## config.mk

```make
export PLATFORM = sky130hd
export DESIGN_NAME = preemptive_priority_scheduler
export DESIGN_NICKNAME = d
export VERILOG_FILES = /design/src/pps_pkg.sv /design/src/pps_table.sv /design/src/pps_serial_sub.sv /design/src/preemptive_priority_scheduler.sv
export SDC_FILE = /design/constraint.sdc
export NUM_CORES = 2
export LEC_CHECK = 0
export BUFFER_PORTS_ARGS = -buffer_cell sky130_fd_sc_hd__buf_2
export CAP_MARGIN = 20
export CORE_MARGIN = 2
export CORE_UTILIZATION = 30
export CTS_CLUSTER_DIAMETER = 60
export DETAILED_ROUTE_END_ITERATION = 10
export GPL_TIMING_DRIVEN = 0
export RECOVER_POWER = 100
export SLEW_MARGIN = 0
export SYNTH_ARGS = -nofsm -noshare
export SYNTH_HDL_FRONTEND = slang
export SYNTH_HIERARCHICAL = 1
export SYNTH_SLANG_ARGS = --single-unit
```

## constraint.sdc

```tcl
create_clock -name clk -period 8.53 [get_ports clk]
set_input_delay 0.853 -clock clk [delete_from_list [all_inputs] [get_ports clk]]
set_output_delay 0.853 -clock clk [all_outputs]
set_load 0.02 [all_outputs]
```

## src/pps_pkg.sv

```systemverilog
// ----------------------------------------------------------------------------
// pps_pkg
// Types, codes and constants of the preemptive priority scheduler.
// ----------------------------------------------------------------------------
`default_nettype none

package pps_pkg;

  localparam int SLOTS_DEF = 16;
  localparam int TW        = 16;   // time, arrival and burst width

  localparam logic [1:0] MODE_LOAD  = 2'd0;
  localparam logic [1:0] MODE_TICK  = 2'd1;
  localparam logic [1:0] MODE_CLEAR = 2'd2;

  localparam logic [1:0] STATUS_OK        = 2'd0;
  localparam logic [1:0] STATUS_FULL      = 2'd1;
  localparam logic [1:0] STATUS_ZERO_BURST = 2'd2;
  localparam logic [1:0] STATUS_TIME_SAT  = 2'd3;

  localparam logic [8:0]    NONE_MARK = 9'h100;
  localparam logic [TW-1:0] TIME_MAX  = '1;

  typedef struct packed {
    logic [1:0]    mode;
    logic [7:0]    task_id;
    logic [TW-1:0] arrival;
    logic [TW-1:0] burst;
    logic [7:0]    priority_req;
  } req_t;

  typedef struct packed {
    logic [1:0]    status;
    logic          idle;
    logic [7:0]    running_id;
    logic          new_segment;
    logic [TW-1:0] tick_start;
    logic          finished;
    logic [TW-1:0] completion_time;
    logic [TW-1:0] turnaround;
    logic [TW-1:0] waiting;
    logic          all_done;
  } rsp_t;

  typedef struct packed {
    logic [7:0]    id;
    logic [TW-1:0] arrival;
    logic [TW-1:0] burst;
    logic [7:0]    prio;
    logic [TW-1:0] remaining;
  } entry_t;

  typedef struct packed {
    logic all;   // write the whole entry
    logic rem;   // write the remaining field only
  } tbl_wr_t;

endpackage

`default_nettype wire

```

## src/pps_table.sv

```systemverilog
// ----------------------------------------------------------------------------
// pps_table
// Task slot memory: one write port, one registered read port.
// ----------------------------------------------------------------------------
`default_nettype none

module pps_table #(
  parameter int SLOTS = pps_pkg::SLOTS_DEF,
  localparam int AW = (SLOTS > 1) ? $clog2(SLOTS) : 1
) (
  input  wire logic             clk,
  input  wire pps_pkg::tbl_wr_t wr,
  input  wire logic [AW-1:0]    wr_addr,
  input  wire pps_pkg::entry_t  wr_data,
  input  wire logic [AW-1:0]    rd_addr,
  output pps_pkg::entry_t       rd_data
);

  pps_pkg::entry_t mem [SLOTS];

  always_ff @(posedge clk) begin
    if (wr.all) begin
      mem[wr_addr] <= wr_data;
    end else if (wr.rem) begin
      mem[wr_addr].remaining <= wr_data.remaining;
    end
    rd_data <= mem[rd_addr];
  end

endmodule

`default_nettype wire

```

## src/pps_serial_sub.sv

```systemverilog
// ----------------------------------------------------------------------------
// pps_serial_sub
// Bit-serial chained subtractor: tat = a - b, wt = max(tat - c, 0).
// ----------------------------------------------------------------------------
`default_nettype none

module pps_serial_sub (
  input  wire logic                   clk,
  input  wire logic                   rst,
  input  wire logic                   start,
  input  wire logic [pps_pkg::TW-1:0] a,
  input  wire logic [pps_pkg::TW-1:0] b,
  input  wire logic [pps_pkg::TW-1:0] c,
  output logic                        done,
  output logic [pps_pkg::TW-1:0]      tat,
  output logic [pps_pkg::TW-1:0]      wt
);

  localparam int TW   = pps_pkg::TW;
  localparam int CNTW = $clog2(TW);
  localparam logic [CNTW-1:0] CNT_LAST = CNTW'(TW - 1);

  logic [TW-1:0]   a_sr, b_sr, c_sr, tat_sr, wt_sr;
  logic            br1, br2, neg, busy;
  logic [CNTW-1:0] cnt;
  logic            d1, d2, br1_next, br2_next;

  // LSB first: the first difference feeds the second in the same bit slot
  always_comb begin
    d1       = a_sr[0] ^ b_sr[0] ^ br1;
    br1_next = (~a_sr[0] & b_sr[0]) | (~(a_sr[0] ^ b_sr[0]) & br1);
    d2       = d1 ^ c_sr[0] ^ br2;
    br2_next = (~d1 & c_sr[0]) | (~(d1 ^ c_sr[0]) & br2);
  end

  always_ff @(posedge clk) begin
    if (rst) begin
      busy <= 1'b0;
      done <= 1'b0;
      cnt  <= '0;
    end else begin
      done <= 1'b0;
      if (start) begin
        busy <= 1'b1;
        cnt  <= '0;
        a_sr <= a;
        b_sr <= b;
        c_sr <= c;
        br1  <= 1'b0;
        br2  <= 1'b0;
      end else if (busy) begin
        a_sr   <= a_sr >> 1;
        b_sr   <= b_sr >> 1;
        c_sr   <= c_sr >> 1;
        tat_sr <= {d1, tat_sr[TW-1:1]};
        wt_sr  <= {d2, wt_sr[TW-1:1]};
        br1    <= br1_next;
        br2    <= br2_next;
        cnt    <= cnt + 1'b1;
        if (cnt == CNT_LAST) begin
          busy <= 1'b0;
          done <= 1'b1;
          neg  <= br2_next;
        end
      end
    end
  end

  assign tat = tat_sr;
  assign wt  = neg ? '0 : wt_sr;

endmodule

`default_nettype wire

```

## src/preemptive_priority_scheduler.sv

```systemverilog
// ----------------------------------------------------------------------------
// preemptive_priority_scheduler
// Tick-driven preemptive priority scheduler over a table of task slots.
// ----------------------------------------------------------------------------
// One transaction on req is one step: load a task, advance one tick, or clear.
// Loads, clears and the unused mode go from the idle state straight to the
// done state. A tick scans the slot memory one slot per cycle through its
// single registered read port; when the running task completes, the
// turnaround and waiting times then go through a bit-serial subtractor.
// The next transaction is taken while a result still waits on rsp.
`default_nettype none

module preemptive_priority_scheduler #(
  parameter int SLOTS = pps_pkg::SLOTS_DEF
) (
  input  wire logic          clk,
  input  wire logic          rst,
  input  wire logic          req_valid,
  output logic               req_stall,
  input  wire pps_pkg::req_t req,
  output logic               rsp_valid,
  input  wire logic          rsp_stall,
  output pps_pkg::rsp_t      rsp
);

  localparam int AW = (SLOTS > 1) ? $clog2(SLOTS) : 1;
  localparam int CW = $clog2(SLOTS + 1);
  localparam int TW = pps_pkg::TW;
  localparam logic [CW-1:0] COUNT_FULL = CW'(SLOTS);

  typedef enum logic [1:0] {ST_IDLE, ST_SCAN, ST_SUB, ST_DONE} state_t;

  state_t            state;
  logic [CW-1:0]     task_count, finished_count, scan_idx;
  logic [TW-1:0]     cur_time, tend;
  logic [8:0]        last_running;
  logic              eval_v, found;
  logic [7:0]        best_pri;
  logic [AW-1:0]     win_idx;
  pps_pkg::entry_t   win;
  pps_pkg::rsp_t     res, res_next;

  pps_pkg::tbl_wr_t  wr;
  logic [AW-1:0]     wr_addr;
  pps_pkg::entry_t   wr_data;
  pps_pkg::entry_t   rd_data;

  logic              accept, load_ok, issue, cand, scan_end, sub_start, sub_done;
  logic              rsp_load;
  logic [TW-1:0]     rem_dec, sub_tat, sub_wt;

  assign req_stall = (state != ST_IDLE);
  assign accept    = req_valid && !req_stall;
  assign load_ok   = (req.mode == pps_pkg::MODE_LOAD) && (task_count != COUNT_FULL) &&
                     (req.burst != '0);
  assign issue     = (state == ST_SCAN) && (scan_idx < task_count);
  assign cand      = eval_v && (rd_data.arrival <= cur_time) && (rd_data.remaining != '0) &&
                     (!found || (rd_data.prio < best_pri));
  assign scan_end  = (state == ST_SCAN) && !issue && !eval_v;
  assign rem_dec   = win.remaining - 1'b1;
  assign sub_start = scan_end && found && (rem_dec == '0);
  assign rsp_load  = (state == ST_DONE) && (!rsp_valid || !rsp_stall);

  always_comb begin
    wr      = '0;
    wr_addr = task_count[AW-1:0];
    wr_data = '{id: req.task_id, arrival: req.arrival, burst: req.burst,
                prio: req.priority_req, remaining: req.burst};
    if (accept && load_ok) begin
      wr.all = 1'b1;
    end else if (scan_end && found) begin
      wr.rem            = 1'b1;
      wr_addr           = win_idx;
      wr_data.remaining = rem_dec;
    end
  end

  // Build the pending result field by field as the transaction advances.
  always_comb begin
    res_next = res;
    unique case (state)
      ST_IDLE: begin
        if (accept) begin
          res_next            = '0;
          res_next.tick_start = cur_time;
          unique case (req.mode)
            pps_pkg::MODE_LOAD: begin
              if (task_count == COUNT_FULL) begin
                res_next.status = pps_pkg::STATUS_FULL;
              end else if (req.burst == '0) begin
                res_next.status = pps_pkg::STATUS_ZERO_BURST;
              end
            end
            pps_pkg::MODE_CLEAR: begin
              res_next.tick_start = '0;
            end
            pps_pkg::MODE_TICK: begin
              if (cur_time == pps_pkg::TIME_MAX) begin
                res_next.status = pps_pkg::STATUS_TIME_SAT;
              end
            end
            default: begin
            end
          endcase
        end
      end
      ST_SCAN: begin
        if (scan_end) begin
          if (!found) begin
            res_next.idle = 1'b1;
          end else begin
            res_next.running_id  = win.id;
            res_next.new_segment = (last_running != {1'b0, win.id});
            if (rem_dec == '0) begin
              res_next.finished        = 1'b1;
              res_next.completion_time = tend;
            end
          end
        end
      end
      ST_SUB: begin
        if (sub_done) begin
          res_next.turnaround = sub_tat;
          res_next.waiting    = sub_wt;
        end
      end
      ST_DONE: begin
        res_next.all_done = (finished_count == task_count);
      end
      default: begin
      end
    endcase
  end

  pps_table #(.SLOTS(SLOTS)) u_table (
    .clk     (clk),
    .wr      (wr),
    .wr_addr (wr_addr),
    .wr_data (wr_data),
    .rd_addr (scan_idx[AW-1:0]),
    .rd_data (rd_data)
  );

  pps_serial_sub u_sub (
    .clk   (clk),
    .rst   (rst),
    .start (sub_start),
    .a     (tend),
    .b     (win.arrival),
    .c     (win.burst),
    .done  (sub_done),
    .tat   (sub_tat),
    .wt    (sub_wt)
  );

  always_ff @(posedge clk) begin
    if (rst) begin
      state          <= ST_IDLE;
      task_count     <= '0;
      finished_count <= '0;
      cur_time       <= '0;
      last_running   <= pps_pkg::NONE_MARK;
      rsp_valid      <= 1'b0;
      eval_v         <= 1'b0;
      found          <= 1'b0;
      scan_idx       <= '0;
    end else begin
      rsp_valid <= rsp_load || (rsp_valid && rsp_stall);
      res       <= res_next;
      unique case (state)
        ST_IDLE: begin
          if (accept) begin
            unique case (req.mode)
              pps_pkg::MODE_LOAD: begin
                if (load_ok) begin
                  task_count <= task_count + 1'b1;
                end
                state <= ST_DONE;
              end
              pps_pkg::MODE_CLEAR: begin
                task_count     <= '0;
                finished_count <= '0;
                cur_time       <= '0;
                last_running   <= pps_pkg::NONE_MARK;
                state          <= ST_DONE;
              end
              pps_pkg::MODE_TICK: begin
                if (cur_time == pps_pkg::TIME_MAX) begin
                  tend <= cur_time;
                end else begin
                  tend <= cur_time + 1'b1;
                end
                scan_idx <= '0;
                eval_v   <= 1'b0;
                found    <= 1'b0;
                state    <= ST_SCAN;
              end
              default: begin
                state <= ST_DONE;
              end
            endcase
          end
        end
        ST_SCAN: begin
          eval_v <= issue;
          if (issue) begin
            scan_idx <= scan_idx + 1'b1;
          end
          if (cand) begin
            found    <= 1'b1;
            best_pri <= rd_data.prio;
            win      <= rd_data;
            win_idx  <= AW'(scan_idx - 1'b1);
          end
          if (scan_end) begin
            cur_time <= tend;
            if (!found) begin
              last_running <= pps_pkg::NONE_MARK;
              state        <= ST_DONE;
            end else begin
              last_running <= {1'b0, win.id};
              if (rem_dec == '0) begin
                finished_count <= finished_count + 1'b1;
                state          <= ST_SUB;
              end else begin
                state <= ST_DONE;
              end
            end
          end
        end
        ST_SUB: begin
          if (sub_done) begin
            state <= ST_DONE;
          end
        end
        ST_DONE: begin
          // hold until the output register is free
          if (rsp_load) begin
            rsp   <= res_next;
            state <= ST_IDLE;
          end
        end
        default: begin
          state <= ST_IDLE;
        end
      endcase
    end
  end

endmodule

`default_nettype wire

```

==> summary.md <==
TritonCTS built the clock tree. The chip width works out to 433.4 um. CTS H-tree depth: 4.

The vias per cell was 4.875. The share of final-layout standard cells stronger than drive strength 1 came out at 18.13%. By area, the combinational part of the netlist is dominated by multiplexers. For the final routed database, the setup TNS stands at 0 ns.

The worst clock skew on the final layout is 0.02432 ns, and the post-synthesis share of cell area spent on and, or, nand and nor gates is 3.518%. The biggest area contributor in the post-synthesis netlist is edfxtp_1. The logs give 27860 for the number of global-route vias before repair and 5 for the number of detailed-routing iterations run before antenna repair.

The root buffer cell was clkbuf_16. The Yosys step of the flow raised 6 warnings. The initial DRC count was 3045. The worst min-delay path category is register to register.

Once placement finished, the instance area stood at 0.06053 mm^2. The top-area cell type share of the netlist area is 73.13%. For the worst setup path, the data required time is 8.89 ns.

Based on the critical path, the design can be clocked at up to 0.1522 GHz. Timing analysis after detailed placement gives a worst setup slack of 3.051 ns. The data arrival at the endpoint of the critical path was 6.93 ns. Compared with the post-synthesis result, the final layout area differs by 16.60%.

The tools report the worst slew slack as a fraction of its limit as -129.2%. In this design, the largest share of critical-path delay is due to buffers and inverters. Setup repair after global routing left no endpoint under its margin. The cell area after synthesis was 0.05531 mm^2.

The average cell area after synthesis came out at 19.72 um^2. The final count of hold timing violations was 0. Hold timing on the final database bottoms out at a slack of 0.3964 ns.

Pin placement for this block handled 134 I/O pins. After routing the design area is 0.06449 mm^2. The critical path class was register to register.

The number of max-slew violations in the final report came out at 569. The clock transition at the registers of the reported paths came out at 0.06 ns. Once detailed placement completed, the half-perimeter wirelength came to 87.69 mm.

The adder-cell area share of the yosys netlist is 0.9773%, and the critical path's largest stage delay is 1.25 ns. Synthesis produced a netlist with a net count of 2901. Among all cell types in the netlist, the one instantiated most often is edfxtp_1. The worst-case IR drop observed on VDD is 0.0002057 V.

The fraction of the cycle the final worst path needs was 77.01%. Post-CTS timing repair inserted 0 buffers for setup. Internal power comes to 0.01221 W.

The post-cts resize count is 0, and the largest net degree at the start of global routing is 61. The effective utilization at floorplan was 30.21%. The final setup violation count is 0, and the measured slew at the worst slew-check pin is 3.438 ns.

Most common cell type on the critical path: clkbuf_1. The number of enable flip-flop cells after synthesis is 1347. Max-cap violations in this run came to 27. The number of buffers and inverters on the critical path came out at 5. For this run, the register share of the synthesized area comes to 77.30%. From bottom edge to top edge, the die measures 433.4 um. The count of buffers added on input and output ports is 133. The total congestion overflow is 0. The number of antenna violations at the first check in global routing was 28.

On the critical path, the stage with the largest delay is an instance of clkbuf_1. The worst setup path is captured at a register. The run finished, with violations left.

Summing the areas of all xor and xnor instances in the mapped netlist gives 0.7443% of the synthesized area. STA classifies the critical path startpoint as a register. For the worst setup margin, the log shows 1.961 ns. The predominant post-synthesis flop cell was edfxtp_1. Of the total power, combinational logic draws 5.8%. For this run, design rule violations remaining after detail routing come to 0. The number of clock sinks is 1462, and the overall routed net length is 131.7 mm. For this run, the total global-route usage over all layers was measured as 13.91%.

Net switching is 22.11% of the power. The checks that failed: max-capacitance violations, max-slew violations. The area of the core region came out at 0.1831 mm^2. The share of total power dissipated in sequential elements is 52.2%.

Post-synthesis mux area share: 11.60%. Traced cell by cell, the critical path runs through inv_1 > ha_1 > a21o_1 > a31oi_1 > o21ai_0 > nand4_1 > inv_1 > clkbuf_1 > o21ai_0 > nand2b_1 > clkbuf_1 > nor2_1 > clkbuf_1. The longest clock path from root to sink contains 3 buffers.

The count of different cell masters after synthesis was 59; the number of nets with antenna violations after routing was 0. By area the synthesized netlist is led by edfxtp_1 (73%), mux4_2 (10%), dfxtp_1 (4.2%). In this run the core area contains 157 standard-cell rows. In this run the worst path has a maximum fanout of 21. The run gives 0.003466 W as the switching power summed over all nets.

Sorting the synthesized cells by how often they occur yields edfxtp_1 (1347), mux4_2 (256), nand2_1 (159). In this run the static leakage power is 19.90 nW. Synthesis inferred 1462 register bits.

The proportion of register bits with asynchronous set or reset after synthesis was 0%; the total number of nets in the final design was 3262. The share of the synthesized area in compound gates (AO/OA/AOI/OAI) works out to 4.334%. The first global-routing pass estimated 190.7 mm of wire. Dividing total power by cell area gives a power density of 243.1 mW/mm^2. The post-layout minimum cycle time was 6.569 ns; the final weighted congestion of routability-driven global placement was 0.8202. For the worst-skew pair, the clock arrives at the later sink with an insertion delay of 0.78 ns. After detailed routing, the average wire length per cell comes to 22.86 um.

The final route contains 28080 vias. The run gives 0 as the number of buffers inserted for hold repair after clock tree synthesis. The run gives 2805 as the instance count of the mapped netlist. The die covers 0.1878 mm^2.

Proportion of power drawn by the clock network: 42.0%. Number of clock buffers inserted by TritonCTS: 150.
[worst reg2reg max path, stage by stage, from the launching register on]
cell and delay (ns):
dfxtp_1 0.44, inv_1 0.14, ha_1 0.32, a21o_1 0.11
a31oi_1 0.03, o21ai_0 0.85, nand4_1 0.37, inv_1 0.26
clkbuf_1 0.42, o21ai_0 0.28, nand2b_1 0.21, clkbuf_1 0.22
nor2_1 1.22, clkbuf_1 1.26
[power by group through the flow]
stage	combinational, W	sequential [W]	clock (W)
2_1_floorplan	0.000548	0.00834	0
3_3_place_gp	0.000890	0.00835	0
3_5_place_dp	0.000937	0.00834	0
4_1_cts	0.000944	0.00819	0.00672
5_1_grt	0.00100	0.00821	0.00699
6_report	0.000907	0.00819	0.00658
[kinds of logic after synthesis]
family / after synthesis
flops: 1462
simple gates: 420
compound gates: 334
mux: 315
buf+inv: 185
xor+xnor: 47
fa+ha+maj: 42
[placed cells by master, fill, tap and decap left out, types with 7 or more instances in the layout]
master     Yosys  layout
o211ai_1      18      18
buf_1         14      13
clkbuf_16      0     152
mux4_2       256     256
o21ai_0       42      45
nand4_1       14      14
clkinv_8       0       8
clkbuf_1      78     315
xnor2_1       31      31
dfxtp_1      115     115
mux2_2        47      46
inv_1         49      48
a22o_1        50      50
bufinv_16      0      12
buf_4         22      18
clkinv_2       0      25
nor3_1        24      24
ha_1          40      40
edfxtp_1    1347    1347
xor2_1        16      16
clkbuf_8       0      14
nor2b_1       26      26
inv_6          0       8
mux2i_1       12      12
a21oi_1       30      30
clkinv_1       1       8
a22oi_1      154     154
nand2_1      159     159
buf_2         14      16
buf_16         0       7
a21o_1        12      12
buf_12         0      10
nand3_1       38      38
o21a_1         7       7
nor2_1       106     104
nor4_1        11      11
[metal layers]
metal	global-route usage, %	wire length [um]
met1	19.23	57170
met2	21.94	61380
met3	3.066	9849
met4	4.170	3094
met5	0	169
[final cells by class]
| cell class | count | area [um^2] |
|---|---|---|
| Buffer | 135 | 626.9 |
| Clock inverter | 72 | 858.3 |
| Fill cell | 17160 | 118600 |
| Antenna cell | 3 | 7.507 |
| Timing Repair Buffer | 209 | 1126 |
| Sequential cell | 1462 | 42750 |
| Clock buffer | 207 | 4150 |
| Multi-Input combinational cell | 1158 | 11700 |
| Tap cell | 2464 | 3083 |
| Inverter | 50 | 188.9 |
[path summary, 6_finish.rpt]
kind	start	endpoint	slack, ns	cells after the start
max	task_count[2]	u_table/mem[2][47]	1.96	13
max reg2reg	task_count[2]	u_table/mem[2][47]	1.96	13
min	u_table/rd_data[28]	win[28]	0.40	0
min reg2reg	u_table/rd_data[28]	win[28]	0.40	0
[state kept, by name, indices dropped and copies added, names as in the netlist, 56 cells and up]
signal           cells
rsp                 78
res                 78
u_table/mem       1024
win                 56
u_table/rd_data     64
[metrics by stage]
| stage | power, W | instances | utilization, % |
|---|---|---|---|
| 6_report | 0.01568 | 5760 | 35.23 |
| 5_1_grt | 0.01620 | 5759 | 35.22 |
| 4_1_cts | 0.01585 | 5755 | 35.80 |
| 3_5_place_dp | 0.009274 | 5476 | 33.06 |
| 3_3_place_gp | 0.009237 | 5402 | 32.26 |
| 2_1_floorplan | 0.008892 | 2805 | - |
(Power assumes the default switching activity.)
